[src/rtl/kra_pkg.sv]
// Shared constants and types for the key remap / auto-repeat block.
// Used by kra_keymap, kra_repeat and key_remap_autorepeat_core.
package kra_pkg;

    localparam int TIMER_BITS_DEF = 16;
    localparam int CFG_W          = 16;
    localparam int CFG_IDX_W      = 2;
    localparam int ID_W           = 5;
    localparam int EVT_W          = 5;
    localparam int CODE_W         = 10;
    localparam int VAL_W          = 2;

    localparam logic [CFG_IDX_W-1:0] CFG_KEY_LAYOUT    = 2'd0;
    localparam logic [CFG_IDX_W-1:0] CFG_REPEAT_DELAY  = 2'd1;
    localparam logic [CFG_IDX_W-1:0] CFG_REPEAT_PERIOD = 2'd2;

    localparam logic [CFG_W-1:0] DELAY_RST  = 16'd300;
    localparam logic [CFG_W-1:0] PERIOD_RST = 16'd80;

    localparam logic             REQ_KEY     = 1'b0;
    localparam logic             REQ_TICK    = 1'b1;
    localparam logic [EVT_W-1:0] EVT_KEY     = 5'd1;
    localparam logic [VAL_W-1:0] VAL_RELEASE = 2'd0;
    localparam logic [VAL_W-1:0] VAL_PRESS   = 2'd1;

    localparam logic [ID_W-1:0] ID_UP    = 5'd11;
    localparam logic [ID_W-1:0] ID_RIGHT = 5'd14;

    typedef struct packed {
        logic            hit;
        logic [ID_W-1:0] id;
        logic            press;
    } t_key_evt;

    typedef struct packed {
        logic            valid;
        logic [ID_W-1:0] id;
        logic            pressed;
        logic            is_repeat;
    } t_result;

endpackage

[src/rtl/kra_keymap.sv]
// Key code to dense key id lookup for both layouts, plus event qualification.
// Depends on kra_pkg.
module kra_keymap (
    input  logic                       i_layout,
    input  logic [kra_pkg::EVT_W-1:0]  i_event_type,
    input  logic [kra_pkg::CODE_W-1:0] i_key_code,
    input  logic [kra_pkg::VAL_W-1:0]  i_key_value,
    output kra_pkg::t_key_evt          o_evt
);

    logic                     mapped;
    logic [kra_pkg::ID_W-1:0] id;

    always_comb begin
        mapped = 1'b1;
        id     = '0;
        case (i_key_code)
            10'd57:  id = 5'd0;
            10'd29:  id = 5'd1;
            10'd42:  id = 5'd2;
            10'd56:  id = 5'd3;
            10'd15:  id = i_layout ? 5'd4 : 5'd6;
            10'd14:  id = i_layout ? 5'd5 : 5'd7;
            10'd18:  id = i_layout ? 5'd6 : 5'd4;
            10'd20:  id = i_layout ? 5'd7 : 5'd5;
            10'd97:  id = 5'd8;
            10'd28:  id = 5'd9;
            10'd1:   id = 5'd10;
            10'd103: id = 5'd11;
            10'd108: id = 5'd12;
            10'd105: id = 5'd13;
            10'd106: id = 5'd14;
            10'd115: id = 5'd15;
            10'd114: id = 5'd16;
            default: mapped = 1'b0;
        endcase
    end

    always_comb begin
        o_evt.hit   = mapped && (i_event_type == kra_pkg::EVT_KEY) &&
                      ((i_key_value == kra_pkg::VAL_PRESS) ||
                       (i_key_value == kra_pkg::VAL_RELEASE));
        o_evt.id    = id;
        o_evt.press = (i_key_value == kra_pkg::VAL_PRESS);
    end

endmodule

[src/rtl/kra_repeat.sv]
// Hold tracking and saturating repeat timers; builds the result of one request.
// Depends on kra_pkg.
module kra_repeat #(
    parameter int TIMER_BITS = kra_pkg::TIMER_BITS_DEF
) (
    input  logic                      i_clk,
    input  logic                      i_rst_n,
    input  logic                      i_fire,
    input  logic                      i_is_tick,
    input  kra_pkg::t_key_evt         i_evt,
    input  logic [kra_pkg::CFG_W-1:0] i_delay,
    input  logic [kra_pkg::CFG_W-1:0] i_period,
    output kra_pkg::t_result          o_res
);

    localparam int CMP_W = (TIMER_BITS > kra_pkg::CFG_W) ? TIMER_BITS : kra_pkg::CFG_W;
    typedef logic [CMP_W-1:0] t_cmp;

    logic                     r_hold;
    logic [kra_pkg::ID_W-1:0] r_held_id;
    logic [TIMER_BITS-1:0]    r_elapsed;
    logic [TIMER_BITS-1:0]    r_since;

    logic                     n_hold;
    logic [kra_pkg::ID_W-1:0] n_held_id;
    logic [TIMER_BITS-1:0]    n_elapsed;
    logic [TIMER_BITS-1:0]    n_since;

    logic [TIMER_BITS-1:0] elapsed_inc;
    logic [TIMER_BITS-1:0] since_inc;
    logic                  rep_due;
    logic                  is_dir;

    always_comb begin
        elapsed_inc = (&r_elapsed) ? r_elapsed : r_elapsed + 1'b1;
        since_inc   = (&r_since) ? r_since : r_since + 1'b1;
        rep_due     = r_hold && (t_cmp'(elapsed_inc) >= t_cmp'(i_delay)) &&
                      (t_cmp'(since_inc) >= t_cmp'(i_period));
        is_dir      = (i_evt.id >= kra_pkg::ID_UP) && (i_evt.id <= kra_pkg::ID_RIGHT);

        n_hold    = r_hold;
        n_held_id = r_held_id;
        n_elapsed = r_elapsed;
        n_since   = r_since;
        o_res     = '0;

        if (i_is_tick) begin
            n_elapsed       = elapsed_inc;
            n_since         = rep_due ? '0 : since_inc;
            o_res.valid     = rep_due;
            o_res.id        = r_held_id;
            o_res.pressed   = 1'b1;
            o_res.is_repeat = 1'b1;
        end else if (i_evt.hit) begin
            o_res.valid   = 1'b1;
            o_res.id      = i_evt.id;
            o_res.pressed = i_evt.press;
            if (i_evt.press) begin
                if (is_dir) begin
                    n_hold    = 1'b1;
                    n_held_id = i_evt.id;
                    n_elapsed = '0;
                    n_since   = '0;
                end
            end else if (r_hold && (r_held_id == i_evt.id)) begin
                n_hold = 1'b0;
            end
        end
    end

    always_ff @(posedge i_clk) begin
        if (!i_rst_n) begin
            r_hold    <= 1'b0;
            r_held_id <= '0;
            r_elapsed <= '0;
            r_since   <= '0;
        end else if (i_fire) begin
            r_hold    <= n_hold;
            r_held_id <= n_held_id;
            r_elapsed <= n_elapsed;
            r_since   <= n_since;
        end
    end

endmodule

[src/rtl/key_remap_autorepeat_core.sv]
// Top level of the key remap / auto-repeat block: config registers,
// request register and result register. Depends on kra_pkg, kra_keymap, kra_repeat.
//
// Usage:
//   Request channel (i_in_valid / o_in_stall): either a key event (evdev type,
//   code, value) or a one-millisecond tick, selected by i_req_type.
//   Result channel (o_out_valid / i_out_stall): at most one key event per
//   request: mapped key id, press/release flag and an auto-repeat flag.
//   Requests that map to nothing or that do not trigger a repeat give no result.
//   Config port (i_cfg_wen / i_cfg_index / i_cfg_wdata): layout select, repeat
//   delay and repeat period; write only while the block is idle.
//   A taken request passes through the request register, then the result register.
//   Throughput: one request per cycle while the receiver does not stall, set by
//   the request and result registers each holding one entry.
//   Reset: layout 0, delay 300, period 80, no key held, timers zero.
//   Receiver stall: the result register holds; the request register then
//   holds too and o_in_stall rises while it is full.
module key_remap_autorepeat_core #(
    parameter int TIMER_BITS = kra_pkg::TIMER_BITS_DEF
) (
    input  logic                          i_clk,
    input  logic                          i_rst_n,
    input  logic                          i_cfg_wen,
    input  logic [kra_pkg::CFG_IDX_W-1:0] i_cfg_index,
    input  logic [kra_pkg::CFG_W-1:0]     i_cfg_wdata,
    input  logic                          i_in_valid,
    output logic                          o_in_stall,
    input  logic                          i_req_type,
    input  logic [kra_pkg::EVT_W-1:0]     i_event_type,
    input  logic [kra_pkg::CODE_W-1:0]    i_key_code,
    input  logic [kra_pkg::VAL_W-1:0]     i_key_value,
    output logic                          o_out_valid,
    input  logic                          i_out_stall,
    output logic [kra_pkg::ID_W-1:0]      o_key_id,
    output logic                          o_pressed,
    output logic                          o_is_repeat
);

    logic                        r_layout;
    logic [kra_pkg::CFG_W-1:0]   r_delay;
    logic [kra_pkg::CFG_W-1:0]   r_period;

    logic                        r_in_valid;
    logic                        r_req_type;
    logic [kra_pkg::EVT_W-1:0]   r_event_type;
    logic [kra_pkg::CODE_W-1:0]  r_key_code;
    logic [kra_pkg::VAL_W-1:0]   r_key_value;

    kra_pkg::t_result            r_res;

    logic                        fire;
    logic                        in_take;
    kra_pkg::t_key_evt           evt;
    kra_pkg::t_result            res;

    assign fire       = r_in_valid && (!r_res.valid || !i_out_stall);
    assign o_in_stall = r_in_valid && !fire;
    assign in_take    = i_in_valid && !o_in_stall;

    always_ff @(posedge i_clk) begin
        if (!i_rst_n) begin
            r_layout <= 1'b0;
            r_delay  <= kra_pkg::DELAY_RST;
            r_period <= kra_pkg::PERIOD_RST;
        end else if (i_cfg_wen) begin
            case (i_cfg_index)
                kra_pkg::CFG_KEY_LAYOUT:    r_layout <= i_cfg_wdata[0];
                kra_pkg::CFG_REPEAT_DELAY:  r_delay  <= i_cfg_wdata;
                kra_pkg::CFG_REPEAT_PERIOD: r_period <= i_cfg_wdata;
                default: ;
            endcase
        end
    end

    always_ff @(posedge i_clk) begin
        if (!i_rst_n) begin
            r_in_valid <= 1'b0;
        end else if (in_take) begin
            r_in_valid <= 1'b1;
        end else if (fire) begin
            r_in_valid <= 1'b0;
        end
    end

    always_ff @(posedge i_clk) begin
        if (in_take) begin
            r_req_type   <= i_req_type;
            r_event_type <= i_event_type;
            r_key_code   <= i_key_code;
            r_key_value  <= i_key_value;
        end
    end

    kra_keymap u_keymap (
        .i_layout     (r_layout),
        .i_event_type (r_event_type),
        .i_key_code   (r_key_code),
        .i_key_value  (r_key_value),
        .o_evt        (evt)
    );

    kra_repeat #(
        .TIMER_BITS (TIMER_BITS)
    ) u_repeat (
        .i_clk     (i_clk),
        .i_rst_n   (i_rst_n),
        .i_fire    (fire),
        .i_is_tick (r_req_type == kra_pkg::REQ_TICK),
        .i_evt     (evt),
        .i_delay   (r_delay),
        .i_period  (r_period),
        .o_res     (res)
    );

    always_ff @(posedge i_clk) begin
        if (!i_rst_n) begin
            r_res <= '0;
        end else if (fire) begin
            r_res <= res;
        end else if (r_res.valid && !i_out_stall) begin
            r_res.valid <= 1'b0;
        end
    end

    assign o_out_valid = r_res.valid;
    assign o_key_id    = r_res.id;
    assign o_pressed   = r_res.pressed;
    assign o_is_repeat = r_res.is_repeat;

endmodule

[config.mk]
export PLATFORM = sky130hd
export DESIGN_NAME = key_remap_autorepeat_core
export DESIGN_NICKNAME = d
export VERILOG_FILES = /design/src/rtl/kra_pkg.sv /design/src/rtl/kra_keymap.sv /design/src/rtl/kra_repeat.sv /design/src/rtl/key_remap_autorepeat_core.sv
export SDC_FILE = /design/constraint.sdc
export NUM_CORES = 1
export LEC_CHECK = 0
export BUFFER_PORTS_ARGS = -buffer_cell sky130_fd_sc_hd__buf_2
export CAP_MARGIN = 20
export CORE_ASPECT_RATIO = 1.5
export CORE_MARGIN = 2
export CORE_UTILIZATION = 45
export CTS_CLUSTER_SIZE = 28
export DETAILED_ROUTE_END_ITERATION = 16
export SLEW_MARGIN = 20
export SYNTH_ARGS = -nofsm -noshare
export SYNTH_HDL_FRONTEND = slang
export SYNTH_SLANG_ARGS = --single-unit
export TNS_END_PERCENT = 1
[constraint.sdc]
create_clock -name i_clk -period 4.8 [get_ports i_clk]
set_input_delay 0.24 -clock i_clk [delete_from_list [all_inputs] [get_ports i_clk]]
set_output_delay 0.24 -clock i_clk [all_outputs]
set_load 0.01 [all_outputs]
# Yosys cells after proc, flatten, opt, wreduce, memory -nomap -nowiden
# Cells that the tools add are included.
[totals]
out_inout_bits = 9
inputBits = 41
wordCells = 103
register_bits = 98
[classes]
reduce_logical = 33
muxes = 24
magnitude_cmp = 4
eq_ne = 23
bitwise = 1
addsub = 2
[op_table]
columns = ["op", "count"]
rows = [
  ["$mux 16", 8],
  ["$pmux 5 s16", 1],
  ["$eq 10x7->1 const B", 7],
  ["$eq 10x5->1 const B", 4],
  ["$add 16x1->16 const B", 2],
  ["$ge 16x16->1", 2],
  ["$reduce_and 16->1", 2],
  ["$eq 10x6->1 const B", 3],
  ["$eq 10x4->1 const B", 2],
  ["$reduce_or 17->1", 1],
  ["$mux 7", 2],
  ["$reduce_bool 2->1", 6],
  ["$eq 10x1->1 const B", 1],
  ["$logic_and 1x1->1", 10],
  ["$reduce_and 5->1", 2],
  ["$mux 1", 9],
  ["$mux 2", 4],
  ["$reduce_and 2->1", 3],
  ["$eq 5x1->1 const B", 1],
  ["$eq 5x5->1", 1],
  ["$ge 5x4->1 const B", 1],
  ["$le 5x4->1 const B", 1],
  ["$eq 2x1->1 const B", 2],
  ["$logic_not 1->1", 4],
  ["other kinds (6)", 8],
]

# Longest topological paths before layout
# Gate-level depths: netlist (run 1).
[logic_depth]
ltp_word = 8
depth_mapped = 16
ltp_nobuf = 15

# Modules after synthesis
# Synthesis (run 1) repeated with hierarchy kept, for this count alone.
[hier_totals]
hier_cells = 669
hier_area_um2 = 5768.0
[modules_own_cells]
columns = ["mod", "instances", "cells_per_inst", "seq_area_each_um2", "area_each_um2"]
rows = [
  ["kra_repeat", 1, 405, 760.7, 3105.5],
  ["key_remap_autorepeat_core", 1, 192, 1381.3, 2210.9],
  ["kra_keymap", 1, 72, 0.0, 451.7],
]

# Least setup slack after synthesis (run 1)
# No wires, ideal clock.
[synth_timing]
path_type = "reg-to-reg"
from = "register u_repeat.r_since[0]"
to = "register u_repeat.r_since[6]"
required_time_ns = 4.680
n_path_buf = 1
arrival_ns = 3.384
stages_incl_launch_ff = 17
setup_ns = 0.120
setup_slack_ns = 1.297
synth_period_minus_slack_ns = 3.503
cell_sequence = "dfxtp_1 -> ha_1 -> nand3_1 -> nor4_1 -> nor2b_1 -> buf_2 -> nor2_1 -> nand3_1 -> xnor2_1 -> ha_1 -> and4_1 -> o2111ai_1 -> a21o_1 -> a31o_2 -> o21ai_1 -> nor3b_1 -> a211o_1"
[synth_between]
elab_chain_cells = 6
word_cells_on_any_way = 7
cone_classes = "add/sub (1); order compare (1); mux (3); reduce/logical (2)"
[synth_rtl]
columns = ["item", "line_no", "rtl"]
rows = [
  ["from (decl)", "kra_repeat.sv:22", "logic [TIMER_BITS-1:0] r_since;"],
  ["from (signal assigned)", "kra_repeat.sv:81", "r_since <= n_since;"],
  ["$add 16x1->16 or $reduce_and 16->1 (tied branches)", "kra_repeat.sv:36", "since_inc = (&r_since) ? r_since : r_since + 1'b1;"],
  ["$mux 16 (*)", "kra_repeat.sv:36", ""],
  ["$ge 16x16->1", "kra_repeat.sv:38", "(t_cmp'(since_inc) >= t_cmp'(i_period));"],
  ["$logic_and 1x1->1", "kra_repeat.sv:37", "rep_due = r_hold && (t_cmp'(elapsed_inc) >= t_cmp'(i_delay)) &&"],
  ["$mux 16 (*)", "kra_repeat.sv:49", "n_since = rep_due ? '0 : since_inc;"],
  ["$mux 16 (*)", "kra_repeat.sv:47", "if (i_is_tick) begin"],
]
# Every way passes the cells marked *; elsewhere a longest branch is shown, timed or not.
# A chain may end at the register's enable or synchronous reset.

# Worst setup path in the final report (run 1)
[layout_timing]
from = "register u_repeat.r_since[0]"
to = "register u_repeat.r_since[14]"
# Same word-level chain as after synthesis.

==> flow_summary_export.csv, run 1 <==
group,metric,value,unit
floorplanning,dieArea,13690,um^2
clocking,cts_tree,"yes",
route,wl_per_cell,17.15,um
clocking,ctsResizeCount,0,
route,routed_wl,14970,um
clocking,clk_pin_slew_worst_paths,0.07,ns
global_routing,antenna_found_initial,0,
floorplanning,fp.coreArea,12450,um^2
yosys,netlist_instances,684,
final_layout,seq_area,2142,um^2
sta,rsz0062_at_grt,"false",
sta,hold_violations,0,
yosys,mappedNetlistNets,759,
yosys,synth-seq-cells,98,
route,vias_per_cell,5.848,
place,dp_hpwl,11430,um
pwr,vdd_drop_max,0.1705,mV
critical_path,worstPathMaxFanout,10,
global_routing,grt_pass1_vias,4931,
sta,finClkSkew,0.009718,ns
sta,whs,0.06448,ns
pwr,p_leak,2.400,nW
sta,max_slew.worst_pin.slew,0.8810,ns
global_routing,grt-ovfl-total,0,
place,dp_slack,0.4908,ns
critical_path,crit_required,5.08,ns
clocking,htreeDepth,3,
route,drt_pass1_iterations,5,
final_layout,multiInputGateArea,3276,um^2
yosys,syn_area,5739,um^2
sta,relSlewSlack,39.59,%
sta,worst_slack,0.3953,ns
yosys,async_flop_share,0,%
yosys,synth_cell_types,73,
critical_path,crit_type,"register to register",
global_routing,grt_max_degree,46,
flow_run,maxCapViolations,0,
sta,slew_violations,0,
final_layout,drive_above_1_share,12.27,%
yosys,synth-edff-count,18,
clocking,worstSkewPairLatency,0.35,ns
clocking,cts-root-buf,"clkbuf_16",
floorplanning,initial_core_util,46.10,%
sta,setup_viol,0,
final_layout,n_fill_cell,1244,
pwr,power_density,282.6,nW/um^2
worst_hold_path,hold_path.class,"input port to register",
final_layout,fin_nets,787,
sta,min_period,4.405,ns
route,initialDrtViolationCount,193,
place,place_area,6040,um^2
sta,final.period_utilization,91.77,%
outcome,status,"finished clean",
global_routing,track_usage,22.85,%
sta,tns,0,ns
final_layout,syn_to_final_growth,10.29,%
floorplanning,die_h,142.3,um
yosys,yosysSeqAreaShare,37.32,%
sta,max_freq,0.2270,GHz
yosys,yosysWarnings,0,
global_routing,grt_first_pass_wirelength,24070,um
final_layout,final_util,50.84,%
clocking,cts.sinks,98,
critical_path,crit_path_end_kind,"register",
critical_path,start_kind,"register",
floorplanning,die_w,96.21,um
floorplanning,num_rows,50,
clocking,clock_path_buffers,2,
place,io_buffers,49,
final_layout,stdcell_area,6330,um^2
final_layout,layout_common_cells,"nand2_1, dfxtp_1, buf_2",
floorplanning,ios,50,
critical_path,arrival,4.69,ns
final_layout,antennaDiodeCount,0,
clocking,cts_setup_buffers,0,
final_layout,final_common_cell,"nand2_1",
clocking,holdBufCountCts,0,
yosys,synth_top_flop_cell,"dfxtp_1",
clocking,numCtsBuffers,9,
place,gp_congestion,0.9186,
route,postRouteAntennaNets,0,
route,vias,5105,
route,drcViolationCount,0,
yosys,postSynthAreaPerCell,8.391,um^2
-- path summary, 6_finish.rpt --
check	to	slack [ns]	cells after the start	start
worst max-delay path	u_repeat.r_since[14]	0.40	14	u_repeat.r_since[0]
worst min-delay path	r_event_type[0]	0.06	1	i_event_type[0]
worst max register to register	u_repeat.r_since[14]	0.40	14	u_repeat.r_since[0]
worst min register to register	r_period[13]	0.46	2	r_period[13]
-- where the power goes --
| part | switching, mW | total [mW] | internal (mW) |
|---|---|---|---|
| logic | 0.107 | 0.180 | 0.0736 |
| clock network | 0.327 | 0.699 | 0.372 |
| registers | 0.0390 | 0.910 | 0.871 |
-- synth_stat cells (all sizes together), types with 9 or more instances --
cell | n | area (um^2)
nand4 | 17 | 106.4
nand3 | 26 | 130.1
xnor2 | 24 | 210.2
a211oi | 9 | 67.56
o31ai | 9 | 67.56
nor2 | 43 | 163.9
nor3b | 10 | 75.07
ha | 34 | 425.4
edfxtp | 18 | 540.5
nor3 | 15 | 75.07
o21a | 9 | 68.82
clkbuf | 21 | 78.83
o211ai | 15 | 112.6
o21ai | 14 | 70.07
buf | 13 | 76.32
dfxtp | 80 | 1602
a22o | 16 | 140.1
a21oi | 48 | 244.0
inv | 45 | 168.9
nand2 | 103 | 386.6
-- critical path: stages, from the launching register on --
cell	delay, ns
dfxtp_1	0.44
ha_1	0.23
nand3_1	0.19
nor4_1	0.65
nor2b_1	0.22
buf_4	0.18
xnor2_1	0.22
ha_1	0.31
or3b_2	0.46
o2111ai_1	0.11
a21o_1	0.15
a31o_2	0.20
o21ai_1	0.14
nor2_1	0.61
a22o_1	0.23
-- area by class of cell --
cell class	count	area share (%)
timing repair buffer	51	4.111
inverter	45	2.669
sequential	98	33.84
clock buffer	10	3.775
tap	156	3.084
multi-input combinational	507	51.75
clock inverter	6	0.7709
-- flip-flops by register name, summed over array words and instances (netlist names), 2 cells and up --
register	flops
r_delay	16
r_key_value	2
o_key_id	5
u_repeat.r_held_id	5
r_key_code	10
r_period	16
u_repeat.r_since	16
u_repeat.r_elapsed	16
r_event_type	5
-- cells by family after synthesis --
group | Yosys count | share of synthesized area, %
AOI/OAI and AO/OA | 159 | 19.10
xor gates and xnor gates | 27 | 4.120
adders and majority gates | 34 | 7.412
buffers and inverters | 79 | 5.646
DFF | 98 | 37.32
muxes | 9 | 1.744
and+or+nand+nor | 278 | 24.66
-- through the flow --
| step | cells | total power, mW |
|---|---|---|
| after CTS | 873 | 1.806 |
| final | 873 | 1.789 |
| after global placement | 857 | 1.101 |
| after detailed placement | 857 | 1.107 |
| after floorplan | 684 | 1.044 |
| after global routing | 873 | 1.867 |
-- per-layer routing --
layer  track usage (%)  wire length [um]  up-vias
met1             24.94              5774     2383
li1                  -                 -     2526
met3             2.807               539       44
met4             12.71               798        0
met2             41.41              7859      152
met5                 0                 0        -
Note: power is estimated with default switching activity, not from simulation.
==> run 2: changes to the inputs <==
REMOVE_ABC_BUFFERS = 1   (was unset)
TNS_END_PERCENT = 100   (was 1)
==> run 2 against run 1 <==
  * Sequential power hardly changed
  * Hold slack worse by 0.0017 ns
  * Critical path depth is 2 higher
  * Global-route usage decreased by 1.6 points
  * Wire length down 5.9%
  * Fmax grew 2.0%
==> flow_summary_export.csv, run 2 (same netlist as run 1, synthesis figures left out) <==
group,metric,value,unit
global_routing,track_usage,21.28,%
floorplanning,ios,50,
global_routing,grt_max_degree,46,
critical_path,slowest_delay,0.55,ns
route,wl_per_cell,16.08,um
final_layout,final_common_cell,"nand2_1",
floorplanning,die_w,96.21,um
flow_run,maxCapViolations,0,
sta,finClkSkew,0.007412,ns
pwr,power.share.clock,41.5,%
final_layout,n_fill_cell,1217,
pwr,p_leak,2.424,nW
clocking,cts_setup_buffers,0,
route,drt_pass1_iterations,5,
critical_path,crit_required,5.09,ns
route,postRouteAntennaNets,0,
floorplanning,initial_core_util,46.10,%
sta,max_slew.worst_pin.slew,0.9720,ns
critical_path,reg2reg_slack,0.48,ns
clocking,clock_path_buffers,2,
sta,final.period_utilization,89.98,%
pwr,combPwrFrac,9.5,%
sta,setup_viol,0,
sta,rsz0062_at_grt,"false",
pwr,power_density,290.8,nW/um^2
sta,hold_violations,0,
critical_path,crit_path_end_kind,"register",
critical_path,start_kind,"register",
place,dp_cells,860,
route,drcViolationCount,0,
place,io_buffers,49,
final_layout,syn_to_final_growth,11.23,%
critical_path,worstPathMaxFanout,12,
global_routing,antenna_found_initial,0,
sta,slew_violations,0,
clocking,cts_tree,"yes",
route,vias_per_cell,5.742,
global_routing,grt_first_pass_wirelength,22690,um
clocking,cts-root-buf,"clkbuf_16",
clocking,numCtsBuffers,9,
final_layout,antennaDiodeCount,0,
outcome,status,"finished clean",
floorplanning,fp.coreArea,12450,um^2
sta,min_period,4.319,ns
critical_path,crit_path_top_delay_cell,"nor2_1",
sta,max_freq,0.2315,GHz
clocking,worstSkewPairLatency,0.35,ns
clocking,cts.sinks,98,
pwr,total_power,1.857,mW
final_layout,stdcell_count,876,
pwr,vdd_drop_max,0.1716,mV
pwr,switchingPower,456.2,uW
clocking,clk_pin_slew_worst_paths,0.07,ns
sta,relSlewSlack,35.20,%
critical_path,arrival,4.60,ns
clocking,ctsResizeCount,0,
clocking,htreeDepth,3,
critical_path,crit_type,"register to register",
global_routing,grt-ovfl-total,0,
floorplanning,die_h,142.3,um
route,vias,5030,
final_layout,fin_nets,790,
clocking,holdBufCountCts,0,
place,gp_congestion,0.8782,
route,initialDrtViolationCount,236,
worst_hold_path,hold_path.class,"input port to register",
floorplanning,dieArea,13690,um^2
final_layout,layout_common_cells,"nand2_1, dfxtp_1, buf_2",
sta,tns,0,ns
pwr,intPower,1.400,mW
floorplanning,num_rows,50,
final_layout,drive_above_1_share,12.50,%
global_routing,grt_pass1_vias,4719,
critical_path,cp_cell_sequence,"ha_1 -> nand4_1 -> nor2_1 -> nand2_1 -> nand4_1 -> o21a_1 -> or2_2 -> ha_1 -> nand4_1 -> nor2_1 -> or3_1 -> a221oi_1 -> buf_4 -> o21ai_1 -> nor2_1 -> a22o_1",
place,dp_hpwl,10650,um
pwr,pwr-share-seq,49.0,%
route,routed_wl,14080,um
pwr,p_sw_share,24.57,%
-- run 2: final timing paths --
kind | startpoint | cells after the start | endpoint
worst max-delay path | u_repeat.r_elapsed[0] | 16 | u_repeat.r_since[10]
worst min register to register | r_delay[7] | 2 | r_delay[7]
worst min-delay path | i_req_type | 1 | r_req_type
worst max register to register | u_repeat.r_elapsed[0] | 16 | u_repeat.r_since[10]
-- run 2: critical path, delay by kind of cell (launching register included) --
kind | cells | cell delay, ns
simple gates | 9 | 2.11
flops | 1 | 0.38
buf+inv | 1 | 0.19
fa+ha+maj | 2 | 0.60
compound gates | 4 | 0.97
-- run 2: area by class of cell --
type                       count  area [um^2]  share of cell area (%)
clock buffer                   9        225.2                   3.528
sequential                    98         2142                   33.56
timing repair buffer          54        282.8                   4.430
tap                          156        195.2                   3.058
multi-input combinational    507         3276                   51.31
clock inverter                 7        93.84                   1.470
inverter                      45        168.9                   2.646
-- run 2: through the flow --
step / utilization [%] / worst slack, ns / cell area (um^2) / hold slack (ns)
after floorplan: - / 1.074 / 5584 / 0.3289
after global placement: 48.69 / 0.7276 / 6062 / 0.4177
after detailed placement: 48.69 / 0.5486 / 6062 / 0.4181
after CTS: 51.26 / 0.5075 / 6381 / 0.05393
after global routing: 51.28 / 0.1591 / 6384 / 0.05280
final: 51.28 / 0.4812 / 6384 / 0.06277
-- run 2: routing by layer --
layer  track usage (%)  up-vias  routed length [um]  share of wire (%)
met5                 0        -                   0                  0
met4             9.699        0                 398                2.8
met3             2.119       26                 465                3.3
met2             36.81      130                7050                 50
met1             26.11     2345                6168                 44
li1                  -     2529                   -                  -
-- run 2: power by group through the flow --
stage / clock [mW] / sequential [mW] / combinational [mW]
6_report: 0.770 / 0.911 / 0.176
4_1_cts: 0.788 / 0.909 / 0.178
2_1_floorplan: 0 / 0.919 / 0.114
5_1_grt: 0.824 / 0.916 / 0.200
3_5_place_dp: 0 / 0.928 / 0.177
3_3_place_gp: 0 / 0.926 / 0.172
